<file path="config.mk">
export PLATFORM = sky130hd
export DESIGN_NAME = size_budget_lru_cache_flat
export DESIGN_NICKNAME = d
export VERILOG_FILES = /design/src/rtl/sblru_pkg.sv /design/src/rtl/sblru_if.sv /design/src/rtl/size_budget_lru_cache.sv /design/src/flat_wrapper.sv
export SDC_FILE = /design/constraint.sdc
export NUM_CORES = 2
export LEC_CHECK = 0
export BUFFER_PORTS_ARGS = -buffer_cell sky130_fd_sc_hd__buf_2
export CORE_MARGIN = 1.5
export CORE_UTILIZATION = 63
export DETAILED_ROUTE_END_ITERATION = 7
export PLACE_DENSITY_LB_ADDON = 0.12
export SYNTH_ARGS = -nofsm -noshare
export SYNTH_HDL_FRONTEND = slang
export SYNTH_SLANG_ARGS = --single-unit
</file>
<file path="constraint.sdc">
create_clock -name clk_i -period 6.8 [get_ports clk_i]
set_input_delay 1.7 -clock clk_i [delete_from_list [all_inputs] [get_ports clk_i]]
set_output_delay 1.7 -clock clk_i [all_outputs]
set_load 0.005 [all_outputs]
</file>
<file path="src/rtl/sblru_pkg.sv">
`default_nettype none
package sblru_pkg;

  localparam int unsigned DefEntries = 32;
  localparam int unsigned DefKeyBits = 32;

  localparam int unsigned KeyW   = 32;
  localparam int unsigned SizeW  = 32;
  localparam int unsigned BudgW  = 32;
  localparam int unsigned EvictW = 7;
  localparam int unsigned TotW   = 33;

  localparam logic [BudgW-1:0] BudgetRst = 32'd65536;

  typedef logic [KeyW-1:0]   key_t;
  typedef logic [SizeW-1:0]  size_t;
  typedef logic [BudgW-1:0]  budget_t;
  typedef logic [EvictW-1:0] evict_t;

endpackage
`default_nettype wire

</file>
<file path="src/rtl/sblru_if.sv">
`default_nettype none
interface sblru_req_if;
  import sblru_pkg::*;
  logic  valid;
  logic  ready;
  key_t  object_key;
  size_t object_size;
  modport source (output valid, output object_key, output object_size, input ready);
  modport sink   (input valid, input object_key, input object_size, output ready);
endinterface

interface sblru_rsp_if;
  import sblru_pkg::*;
  logic       valid;
  logic       ready;
  logic       hit;
  logic       bypassed;
  evict_t     evicted_count;
  logic [31:0] bytes_in_use;
  modport source (output valid, output hit, output bypassed, output evicted_count,
                  output bytes_in_use, input ready);
  modport sink   (input valid, input hit, input bypassed, input evicted_count,
                  input bytes_in_use, output ready);
endinterface

interface sblru_cfg_if;
  import sblru_pkg::*;
  logic    valid;
  logic    ready;
  budget_t byte_budget;
  modport source (output valid, output byte_budget, input ready);
  modport sink   (input valid, input byte_budget, output ready);
endinterface
`default_nettype wire

</file>
<file path="src/rtl/size_budget_lru_cache.sv">
// each request takes one lookup sweep and, unless bypassed, one rank update sweep
//   over the entry memory (one entry per cycle, one read port)
// each eviction forced by the byte budget after an insert adds one more sweep
// throughput: one request at a time, a new one taken once the previous result is queued
// reset: valid bits, byte total and budget (65536) are set at once, no clearing sweep
`default_nettype none
module size_budget_lru_cache #(
  parameter int unsigned ENTRIES  = sblru_pkg::DefEntries,
  parameter int unsigned KEY_BITS = sblru_pkg::DefKeyBits
) (
  input  wire logic       clk_i,
  input  wire logic       rst_ni,
  sblru_req_if.sink       req_i,
  sblru_cfg_if.sink       cfg_i,
  sblru_rsp_if.source     rsp_o
);
  import sblru_pkg::*;

  localparam int unsigned RW = (ENTRIES > 1) ? $clog2(ENTRIES) : 1;
  localparam int unsigned CW = $clog2(ENTRIES + 1);

  localparam logic [2:0] S_IDLE   = 3'd0;
  localparam logic [2:0] S_SCAN   = 3'd1;
  localparam logic [2:0] S_PASS   = 3'd2;
  localparam logic [2:0] S_EVCHK  = 3'd3;
  localparam logic [2:0] S_EVSCAN = 3'd4;
  localparam logic [2:0] S_FIN    = 3'd5;

  typedef struct packed {
    logic [KEY_BITS-1:0] key;
    size_t               bytes;
    logic [RW-1:0]       rank;
  } ent_t;

  ent_t mem [ENTRIES];
  ent_t rd_q, wd;
  logic we;

  logic [2:0]          st_q;
  logic [CW-1:0]       a_q, cnt_q;
  logic                rv_q;
  logic [RW-1:0]       ri_q;
  logic [ENTRIES-1:0]  vld_q;
  logic [TotW-1:0]     total_q;
  budget_t             budget_q;
  logic                out_valid_q;

  logic [KEY_BITS-1:0] key_q;
  size_t               size_q;
  logic                hit_q, byp_q;
  evict_t              ev_q;
  logic [RW-1:0]       slot_q;

  logic                fnd_q, fnd_d;
  logic [RW-1:0]       fidx_q, fidx_d, frank_q, frank_d;
  logic                free_ok_q, free_ok_d;
  logic [RW-1:0]       free_idx_q, free_idx_d;
  logic                old_ok_q, old_ok_d;
  logic [RW-1:0]       old_idx_q, old_idx_d, old_rank_q, old_rank_d;
  size_t               old_bytes_q, old_bytes_d;

  logic                out_hit_q, out_byp_q;
  evict_t              out_ev_q;
  logic [31:0]         out_bytes_q;

  logic issue, last, req_xfer;

  assign req_xfer = req_i.valid && req_i.ready;
  assign issue    = (st_q == S_SCAN || st_q == S_PASS || st_q == S_EVSCAN)
                    && (a_q < CW'(ENTRIES));
  assign last     = rv_q && (ri_q == RW'(ENTRIES - 1));

  assign req_i.ready         = (st_q == S_IDLE);
  assign cfg_i.ready         = 1'b1;
  assign rsp_o.valid         = out_valid_q;
  assign rsp_o.hit           = out_hit_q;
  assign rsp_o.bypassed      = out_byp_q;
  assign rsp_o.evicted_count = out_ev_q;
  assign rsp_o.bytes_in_use  = out_bytes_q;

  // entry memory, registered read
  always_ff @(posedge clk_i) begin
    rd_q <= mem[a_q[RW-1:0]];
    if (we) begin
      mem[ri_q] <= wd;
    end
  end

  // rank update and insert write-back during the second sweep
  always_comb begin
    we = 1'b0;
    wd = rd_q;
    if (st_q == S_PASS && rv_q) begin
      if (hit_q) begin
        if (ri_q == fidx_q) begin
          we      = 1'b1;
          wd.rank = '0;
        end else if (vld_q[ri_q] && rd_q.rank < frank_q) begin
          we      = 1'b1;
          wd.rank = RW'(rd_q.rank + 1'b1);
        end
      end else begin
        if (ri_q == slot_q) begin
          we       = 1'b1;
          wd.key   = key_q;
          wd.bytes = size_q;
          wd.rank  = '0;
        end else if (vld_q[ri_q]) begin
          we      = 1'b1;
          wd.rank = RW'(rd_q.rank + 1'b1);
        end
      end
    end
  end

  // lookup tracking: first key match, first free slot, least recent entry
  always_comb begin
    fnd_d       = fnd_q;
    fidx_d      = fidx_q;
    frank_d     = frank_q;
    free_ok_d   = free_ok_q;
    free_idx_d  = free_idx_q;
    old_ok_d    = old_ok_q;
    old_idx_d   = old_idx_q;
    old_rank_d  = old_rank_q;
    old_bytes_d = old_bytes_q;
    if (rv_q) begin
      if (vld_q[ri_q]) begin
        if (!fnd_q && rd_q.key == key_q) begin
          fnd_d   = 1'b1;
          fidx_d  = ri_q;
          frank_d = rd_q.rank;
        end
        if (!old_ok_q || rd_q.rank > old_rank_q) begin
          old_ok_d    = 1'b1;
          old_idx_d   = ri_q;
          old_rank_d  = rd_q.rank;
          old_bytes_d = rd_q.bytes;
        end
      end else if (!free_ok_q) begin
        free_ok_d  = 1'b1;
        free_idx_d = ri_q;
      end
    end
  end

  always_ff @(posedge clk_i or negedge rst_ni) begin
    if (!rst_ni) begin
      st_q        <= S_IDLE;
      a_q         <= '0;
      rv_q        <= 1'b0;
      ri_q        <= '0;
      vld_q       <= '0;
      cnt_q       <= '0;
      total_q     <= '0;
      budget_q    <= BudgetRst;
      out_valid_q <= 1'b0;
      fnd_q       <= 1'b0;
      free_ok_q   <= 1'b0;
      old_ok_q    <= 1'b0;
    end else begin
      if (cfg_i.valid) begin
        budget_q <= cfg_i.byte_budget;
      end
      if (rsp_o.ready) begin
        out_valid_q <= 1'b0;
      end
      if (issue) begin
        a_q <= a_q + 1'b1;
      end
      rv_q      <= issue;
      ri_q      <= a_q[RW-1:0];
      fnd_q     <= fnd_d;
      free_ok_q <= free_ok_d;
      old_ok_q  <= old_ok_d;

      case (st_q)
        S_IDLE: begin
          if (req_xfer) begin
            fnd_q     <= 1'b0;
            free_ok_q <= 1'b0;
            old_ok_q  <= 1'b0;
            a_q       <= '0;
            st_q      <= S_SCAN;
          end
        end
        S_SCAN: begin
          if (last) begin
            a_q <= '0;
            if (fnd_d) begin
              st_q <= S_PASS;
            end else if (size_q > budget_q) begin
              vld_q   <= '0;
              cnt_q   <= '0;
              total_q <= '0;
              st_q    <= S_FIN;
            end else if (free_ok_d) begin
              st_q <= S_PASS;
            end else begin
              // full table: the least recent entry gives up its slot
              vld_q[old_idx_d] <= 1'b0;
              total_q          <= total_q - TotW'(old_bytes_d);
              cnt_q            <= cnt_q - 1'b1;
              st_q             <= S_PASS;
            end
          end
        end
        S_PASS: begin
          if (last) begin
            if (hit_q) begin
              st_q <= S_FIN;
            end else begin
              vld_q[slot_q] <= 1'b1;
              cnt_q         <= cnt_q + 1'b1;
              total_q       <= total_q + TotW'(size_q);
              st_q          <= S_EVCHK;
            end
          end
        end
        S_EVCHK: begin
          if (total_q > TotW'(budget_q) && cnt_q != '0) begin
            old_ok_q <= 1'b0;
            a_q      <= '0;
            st_q     <= S_EVSCAN;
          end else begin
            st_q <= S_FIN;
          end
        end
        S_EVSCAN: begin
          if (last) begin
            if (old_ok_d) begin
              vld_q[old_idx_d] <= 1'b0;
              total_q          <= total_q - TotW'(old_bytes_d);
              cnt_q            <= cnt_q - 1'b1;
            end
            st_q <= S_EVCHK;
          end
        end
        S_FIN: begin
          if (!out_valid_q || rsp_o.ready) begin
            out_valid_q <= 1'b1;
            st_q        <= S_IDLE;
          end
        end
        default: begin
          st_q <= S_IDLE;
        end
      endcase
    end
  end

  // request payload, lookup results and the result register
  always_ff @(posedge clk_i) begin
    fidx_q      <= fidx_d;
    frank_q     <= frank_d;
    free_idx_q  <= free_idx_d;
    old_idx_q   <= old_idx_d;
    old_rank_q  <= old_rank_d;
    old_bytes_q <= old_bytes_d;
    case (st_q)
      S_IDLE: begin
        if (req_xfer) begin
          key_q  <= KEY_BITS'(req_i.object_key);
          size_q <= req_i.object_size;
          hit_q  <= 1'b0;
          byp_q  <= 1'b0;
          ev_q   <= '0;
        end
      end
      S_SCAN: begin
        if (last) begin
          if (fnd_d) begin
            hit_q <= 1'b1;
          end else if (size_q > budget_q) begin
            byp_q <= 1'b1;
            ev_q  <= EvictW'(cnt_q);
          end else if (free_ok_d) begin
            slot_q <= free_idx_d;
          end else begin
            slot_q <= old_idx_d;
            ev_q   <= EvictW'(1);
          end
        end
      end
      S_EVSCAN: begin
        if (last && old_ok_d) begin
          ev_q <= ev_q + 1'b1;
        end
      end
      S_FIN: begin
        if (!out_valid_q || rsp_o.ready) begin
          out_hit_q   <= hit_q;
          out_byp_q   <= byp_q;
          out_ev_q    <= ev_q;
          out_bytes_q <= total_q[31:0];
        end
      end
      default: begin
      end
    endcase
  end

endmodule
`default_nettype wire

</file>
<file path="src/flat_wrapper.sv">
// flat-port wrapper written by rule: the top's interface ports become plain ports
module size_budget_lru_cache_flat import sblru_pkg::*;
#(
  parameter int unsigned ENTRIES  = sblru_pkg::DefEntries,
  parameter int unsigned KEY_BITS = sblru_pkg::DefKeyBits
)
  (clk_i, rst_ni, req_i_valid, req_i_object_key, req_i_object_size, req_i_ready, cfg_i_valid, cfg_i_byte_budget, cfg_i_ready, rsp_o_valid, rsp_o_hit, rsp_o_bypassed, rsp_o_evicted_count, rsp_o_bytes_in_use, rsp_o_ready);
  sblru_req_if req_i_i ();
  sblru_cfg_if cfg_i_i ();
  sblru_rsp_if rsp_o_i ();
  input  wire logic clk_i;
  input  wire logic rst_ni;
  input wire logic [$bits(req_i_i.valid)-1:0] req_i_valid;
  input wire logic [$bits(req_i_i.object_key)-1:0] req_i_object_key;
  input wire logic [$bits(req_i_i.object_size)-1:0] req_i_object_size;
  output wire logic [$bits(req_i_i.ready)-1:0] req_i_ready;
  input wire logic [$bits(cfg_i_i.valid)-1:0] cfg_i_valid;
  input wire logic [$bits(cfg_i_i.byte_budget)-1:0] cfg_i_byte_budget;
  output wire logic [$bits(cfg_i_i.ready)-1:0] cfg_i_ready;
  output wire logic [$bits(rsp_o_i.valid)-1:0] rsp_o_valid;
  output wire logic [$bits(rsp_o_i.hit)-1:0] rsp_o_hit;
  output wire logic [$bits(rsp_o_i.bypassed)-1:0] rsp_o_bypassed;
  output wire logic [$bits(rsp_o_i.evicted_count)-1:0] rsp_o_evicted_count;
  output wire logic [$bits(rsp_o_i.bytes_in_use)-1:0] rsp_o_bytes_in_use;
  input wire logic [$bits(rsp_o_i.ready)-1:0] rsp_o_ready;
  assign req_i_i.valid = req_i_valid;
  assign req_i_i.object_key = req_i_object_key;
  assign req_i_i.object_size = req_i_object_size;
  assign req_i_ready = req_i_i.ready;
  assign cfg_i_i.valid = cfg_i_valid;
  assign cfg_i_i.byte_budget = cfg_i_byte_budget;
  assign cfg_i_ready = cfg_i_i.ready;
  assign rsp_o_valid = rsp_o_i.valid;
  assign rsp_o_hit = rsp_o_i.hit;
  assign rsp_o_bypassed = rsp_o_i.bypassed;
  assign rsp_o_evicted_count = rsp_o_i.evicted_count;
  assign rsp_o_bytes_in_use = rsp_o_i.bytes_in_use;
  assign rsp_o_i.ready = rsp_o_ready;
  size_budget_lru_cache #(.ENTRIES(ENTRIES), .KEY_BITS(KEY_BITS)) u_core (.clk_i(clk_i), .rst_ni(rst_ni), .req_i(req_i_i), .cfg_i(cfg_i_i), .rsp_o(rsp_o_i));
endmodule
</file>
### Word level (Yosys, flattened, before mapping)

Memory sizes are Yosys's and may differ from the RTL's. A register that Yosys moved wholly into a read port is not among the register bits.
Index checks and enable logic that the tools add are counted.

* bits in writable memories: 2208
* flip-flop bits (word level): 298
* word-level logic and storage cells: 211
* memories: 1
* output and inout bits: 44
* input bits: 101

Memories
* u_core.mem: depth 32, bits a word 69, read ports 1, clocked after memory_dff 1, write ports 1, RTL line size_budget_lru_cache.sv:35 `ent_t mem [ENTRIES];`

* bitwise gates (word level): 5
* $lt $le $gt $ge: 10
* equal/unequal tests: 21
* add/sub/neg operators: 7
* mux-type cells: 107
* reductions and logical operators: 32

Operators with widths (number)
* 32-bit two-way mux: 11
* 33-bit two-way mux: 8
* 64-bit two-way mux: 2
* 33-bit case mux with 3 select lines: 1
* 32-bit case mux with 3 select lines: 1
* 6-bit two-way mux: 12
* 69-bit two-way mux: 1
* 5-bit two-way mux: 12
* 7-bit two-way mux: 6
* 6-bit case mux with 3 select lines: 2
* 1-bit two-way mux: 35
* 33-bit by 32-bit adder with 33-bit output: 1
* 33-bit by 32-bit greater-than comparator with 1-bit output: 1
* 33-bit by 32-bit subtractor with 33-bit output: 1
* 32-bit bitwise AND: 1
* 32-bit equality test: 1
* 32-bit greater-than comparator: 1
* 32-bit inverter: 1
* 32-bit bitwise OR: 1
* 3-bit two-way mux: 8
* 7-bit case mux with 3 select lines: 1
* 5-bit by 6-bit < comparator with 1-bit output (second input constant): 3
* 3-bit case mux with 6 select lines: 1
* 6-bit by 1-bit adder with 6-bit output (second input constant): 2
* other kinds (32): 68

### Depth between registers and ports, before layout

* depth after elaboration: 16
* mapped depth: 26
* depth with buffers taken out: 24

### Least setup slack after synthesis

No wires, ideal clock.

* path kind: reg2reg
* from: register, netlist name u_core.rd_q[0]
* to: register u_core.total_q[26]
* path slack: 848 ps
* data required time: 6675 ps
* period minus slack after synthesis: 5952 ps
* data arrival time: 5827 ps
* path buffers: 3
* library setup time: 125 ps
* cell stages (with the launch flop): 26
* cells stage by stage: dfxtp_1 -> inv_1 -> ha_1 -> nand3_1 -> o22ai_1 -> a31o_2 -> a21boi_0 -> o21ai_4 -> inv_4 -> buf_6 -> buf_2 -> buf_1 -> mux2i_1 -> ha_1 -> a221oi_1 -> nor2b_1 -> o31a_1 -> nor3_1 -> a211oi_1 -> o311ai_1 -> o211ai_1 -> a211oi_2 -> o41ai_4 -> o41ai_1 -> xor2_1 -> o21ai_1

* word-level cells in the longest chain between the ends: 11
* elaborated cells between the ends (all ways): 18
* those cells by class: add/sub: 1; order compare: 1; eq/ne: 1; mux: 13; reduce/logical: 2

Ends and longest elaborated chain
* 5-bit greater-than comparator (*): RTL line size_budget_lru_cache.sv:134 `if (!old_ok_q || rd_q.rank > old_rank_q) begin`
* 1-bit logical OR (*): RTL line size_budget_lru_cache.sv:134
* 32-bit two-way mux: RTL line size_budget_lru_cache.sv:134
* 32-bit two-way mux: RTL line size_budget_lru_cache.sv:128 `if (vld_q[ri_q]) begin`
* 32-bit two-way mux: RTL line size_budget_lru_cache.sv:127 `if (rv_q) begin`
* 33-bit by 32-bit subtractor with 33-bit output: RTL line size_budget_lru_cache.sv:202, size_budget_lru_cache.sv:233
* 33-bit two-way mux: RTL line size_budget_lru_cache.sv:197 `end else if (free_ok_d) begin`
* 33-bit two-way mux: RTL line size_budget_lru_cache.sv:192 `end else if (size_q > budget_q) begin`
* 33-bit two-way mux: RTL line size_budget_lru_cache.sv:190 `if (fnd_d) begin`
* 33-bit two-way mux: RTL line size_budget_lru_cache.sv:188 `if (last) begin`
* 33-bit case mux with 3 select lines: RTL line size_budget_lru_cache.sv:177 `case (st_q)`
* end signal, assigned: RTL line size_budget_lru_cache.sv:202 `total_q <= total_q - TotW'(old_bytes_d);`
* end signal, assigned: RTL line size_budget_lru_cache.sv:215 `total_q <= total_q + TotW'(size_q);`
* end signal, assigned: RTL line size_budget_lru_cache.sv:233 `total_q <= total_q - TotW'(old_bytes_d);`
* end, declared: RTL line size_budget_lru_cache.sv:44 `logic [TotW-1:0] total_q;`

Mark *: on every way between the ends. The rest lies on a longest branch, timed or not. The select of a mux whose other input is x is not followed.
A chain may end at the register's enable or synchronous reset.

### Final worst setup path

* from: register u_core.ri_q[1]
* to: register u_core.total_q[23]

* word-level cells in the longest chain between the ends: 10
* elaborated cells between the ends (all ways): 27
* those cells by class: add/sub: 1; eq/ne: 7; mux: 17; reduce/logical: 2

Ends and longest elaborated chain
* start, declared: RTL line size_budget_lru_cache.sv:42 `logic [RW-1:0] ri_q;`
* start signal, assigned: RTL line size_budget_lru_cache.sv:172 `ri_q <= a_q[RW-1:0];`
* 1-bit binary-select mux with 5-bit select: RTL line size_budget_lru_cache.sv:128
* 1-bit two-way mux (not written as such): RTL line size_budget_lru_cache.sv:128
* 32-bit two-way mux: RTL line size_budget_lru_cache.sv:128
* 32-bit two-way mux: RTL line size_budget_lru_cache.sv:127
* 33-bit by 32-bit subtractor with 33-bit output: RTL line size_budget_lru_cache.sv:202, size_budget_lru_cache.sv:233
* 33-bit two-way mux: RTL line size_budget_lru_cache.sv:197
* 33-bit two-way mux: RTL line size_budget_lru_cache.sv:192
* 33-bit two-way mux: RTL line size_budget_lru_cache.sv:190
* 33-bit two-way mux: RTL line size_budget_lru_cache.sv:188
* 33-bit case mux with 3 select lines: RTL line size_budget_lru_cache.sv:177

Several ways; a longest one is shown, not always the timed one. The select of a mux whose other input is x is not followed.

==> impl_metrics.csv <==
group,metric,value,unit
yosys,synth_seq_cells,2575,
clocking,clock_tree.buffer_depth,4,
power,ir_drop,0.3734,mV
yosys,yosysUniqueCellTypes,88,
drt,num_vias,56435,
drt,post_drt_wl_per_cell,30.43,um
yosys,netlist.top_cell.by_area,"edfxtp_1",
cells_and_area,fin_nets,6270,
sta,min_period,6147,ps
sta,rsz0062_at_grt,"no",
sta,timing.fmax,0.1627,GHz
hold_path,min_path_cells,0,
setup_path,cp.required,7560,ps
power,p_leak,38.72,nW
yosys,synth_top_area_share,67.80,%
clocking,cts_root_buf,"clkbuf_16",
yosys,synth_edf_count,2342,
yosys,postSynthNetCount,6018,
hold_path,whs_endpoint,"u_core.rsp_o.bypassed$_DFFE_PP_",
yosys,synth_ff_type,"edfxtp_1",
sta,setup_viol,0,
sta,tns,0,ps
drt,dr.pass1.iters,6,
sta,skew,55.47,ps
sta,relSlewSlack,1.915,%
floorplan,core_area,0.1631,sq mm
global_route,grt_pass1_vias,56321,
setup_path,r2r_cells,21,
setup_path,path_max_fanout,17,
sta,drv_slew,0,
place,hpwl,138.2,mm
hold_path,worstHoldPathType,"flop to flop",
yosys,avgSynthCellArea,17.95,sq um
clocking,cts_tree,"built",
setup_path,crit_type,"flop to flop",
cells_and_area,area_growth_syn_to_layout,12.14,%
hold_path,min_from,"u_core.byp_q$_DFFE_PP_",
drt,wl,255.6,mm
floorplan,placementRows,148,
global_route,grt_util_all_layers,30.81,%
yosys,async_flop_share,4.738,%
sta,hold_violations,0,
place,portBuffers,143,
power,powerDensity,389.8,mW/mm^2
setup_path,worstSetupEndpointType,"flop",
cells_and_area,fillers,9879,
yosys,synth.area.top_cells,"edfxtp_1 (68%), mux4_2 (8.5%), mux2i_1 (4.2%)",
setup_path,start_kind,"flop",
floorplan,die_area,0.1671,sq mm
outcome,status,"finished with violations",
flow_run,maxCapViolCount,1,
drt,antenna_left,0,
cells_and_area,finalNonFillerCells,8399,
setup_path,cp.arrival,6900,ps
outcome,violations,"capacitance limit",
yosys,netlist_area,0.1037,sq mm
clocking,cts-resized-gates,0,
yosys,seq_area_frac_synth,72.89,%
global_route,grt_max_degree,144,
drt,initialDrtViolationCount,7094,
sta,fin_crit_sh,90.39,%
setup_path,rr_endpoint,"u_core.total_q[23]$_DFFE_PN0P_",
global_route,antenna_found_initial,1,
yosys,syn-instance-count,5780,
floorplan,io_pins,145,
cells_and_area,drive_gt1_share,19.52,%
floorplan,initial_core_util,63.58,%
global_route,overflow,0,
yosys,ys.warnings.count,0,
clocking,cts_made_buffers,274,
clocking,clkTransAtPathRegs,70,ps
global_route,grt_pass1_wl,375.2,mm
place,gp_congestion,0.9232,
clocking,insertion_delay,940,ps
clocking,cts_setup_buffers,0,
sta,worst_pin_slew,1434,ps
place,dp_cells,7931,
setup_path,reg2reg_from,"u_core.ri_q[1]$_DFF_PN0_",
cells_and_area,antenna_cells,0,
drt,drc,0,
floorplan,die_h,408.8,um
floorplan,die_w,408.8,um
clocking,htreeDepth,5,
drt,via_per_inst,6.719,
clocking,clock_sinks,2575,
setup_path,reg2reg_slack,650,ps
clocking,cts_hold_buf,0,
[per-layer routing]
metal / up-vias / routed length (um) / track usage (%)
met2: 3012 / 124100 / 49.47
met5: - / 0 / 0
met3: 447 / 23410 / 5.303
met1: 29041 / 101000 / 43.93
li1: 23935 / - / -
met4: 0 / 7079 / 9.339
[logic make-up after synthesis]
| logic type | Yosys count | share of synthesized area [%] |
|---|---|---|
| AOI/OAI and AO/OA | 944 | 6.139 |
| xor gates and xnor gates | 101 | 0.8528 |
| adders and majority gates | 138 | 1.677 |
| buffers and inverters | 410 | 1.518 |
| DFF | 2575 | 72.89 |
| muxes | 942 | 14.00 |
| other | 1 | 0.003615 |
| and+or+nand+nor | 669 | 2.918 |
[how the worst max path moves through the flow]
stage | from | end | slack, ps | depth (start not counted)
floorplan | u_core.rd_q[0]$_DFF_P_ | u_core.total_q[26]$_DFFE_PN0P_ | 850 | 25
global placement | u_core.ri_q[3]$_DFF_PN0_ | u_core.total_q[23]$_DFFE_PN0P_ | 870 | 21
detailed placement | u_core.ri_q[3]$_DFF_PN0_ | u_core.total_q[23]$_DFFE_PN0P_ | 750 | 21
CTS | u_core.ri_q[1]$_DFF_PN0_ | u_core.total_q[23]$_DFFE_PN0P_ | 730 | 21
global route | u_core.ri_q[3]$_DFF_PN0_ | u_core.total_q[23]$_DFFE_PN0P_ | 330 | 21
finish | u_core.ri_q[1]$_DFF_PN0_ | u_core.total_q[23]$_DFFE_PN0P_ | 650 | 21
[flip-flops by register name, summed over array words and instances, names as in the netlist, 3 cells and up]
register and cells:
u_core.rsp_o.bytes_in_use 32, u_core.old_idx_q 5, u_core.size_q 32, u_core.frank_q 5
u_core.slot_q 5, u_core.fidx_q 5, u_core.key_q 32, u_core.rd_q 69
u_core.free_idx_q 5, u_core.budget_q 32, u_core.ev_q 7, u_core.st_q 3
u_core.mem 2208, u_core.rsp_o.evicted_count 7, u_core.vld_q 32, u_core.total_q 33
u_core.old_bytes_q 32, u_core.a_q 6, u_core.old_rank_q 5, u_core.cnt_q 6
u_core.ri_q 5
[synthesized netlist by cell type (all sizes together) (17+ instances only)]
cell	n
dfxtp	111
buf	87
a31oi	20
mux4	391
a21oi	218
o22ai	66
o211ai	17
nand2b	18
mux2	113
inv	111
nor2b	26
nand3	36
nor3	29
o21ai	208
xnor2	76
ha	135
mux2i	438
nor2	151
a21o	50
o221ai	253
edfxtp	2342
clkbuf	212
dfrtp	121
nand4	30
nand2	308
xor2	25
[stage by stage]
| stage | util, % | instance area [sq um] | hold slack, ps | setup slack (ps) | power (mW) |
|---|---|---|---|---|---|
| CTS | 71.30 | 116300 | 431.3 | 728.0 | 45.45 |
| global route | 71.30 | 116300 | 437.3 | 325.6 | 46.93 |
| global placement | 66.21 | 108000 | 418.1 | 873.7 | 31.29 |
| detailed placement | 66.21 | 108000 | 416.5 | 754.8 | 31.53 |
| floorplan | - | 103700 | 351.9 | 847.5 | 28.14 |
| finish | 71.30 | 116300 | 433.4 | 653.2 | 45.34 |
[placed cells by master, fill, tap and decap left out, types with 25 or more instances in the layout]
cell type and instances:
edfxtp_1 2342, mux2i_1 432, mux4_2 391, nand2_1 307, clkbuf_16 281, o221ai_1 251, a21oi_1 217, o21ai_0 197
buf_2 142, ha_1 135, nor2_1 117, dfrtp_1 116, dfxtp_1 111, mux2_2 110, inv_1 109, buf_4 82
xnor2_1 76, o22ai_1 65, clkbuf_1 59, clkinv_1 53, a21o_1 50, buf_12 50, clkinv_2 42, nand3_1 36
nor2_4 34, nand4_1 30, nor3_1 27, nor2b_1 26, xor2_1 25
[report_power, final]
group	internal, mW	total [mW]	switching, mW
Sequential	19.9	20.5	0.644
Clock	8.17	14.0	5.85
Combinational	4.10	10.8	6.70
Total	32.1	45.3	13.2
[worst max-delay path, stage by stage (launching register included)]
cell and delay [ps]:
dfrtp_1 910, mux2_2 310, o22a_1 160, o221ai_1 170
nor3_2 470, o21ai_4 100, inv_4 160, mux2i_1 250
ha_1 250, nor2b_1 120, o21ai_0 210, a21oi_1 130
o41ai_1 650, a21oi_1 180, mux2_4 310, o31ai_2 250
a31oi_1 240, o211ai_2 280, a21oi_1 160, or3_1 340
a32oi_1 220, o21ai_1 90
[layout make-up]
type	instances	area [sq um]	area share, %
Clock buffer	346	7336	6.307
Sequential cell	2575	75620	65.02
Timing Repair Buffer	275	2338	2.010
Inverter	111	426.7	0.3668
Clock inverter	122	958.4	0.8240
Multi-Input combinational cell	2795	26910	23.14
Tap cell	2175	2721	2.340
Power figures use the tool's default switching activity.
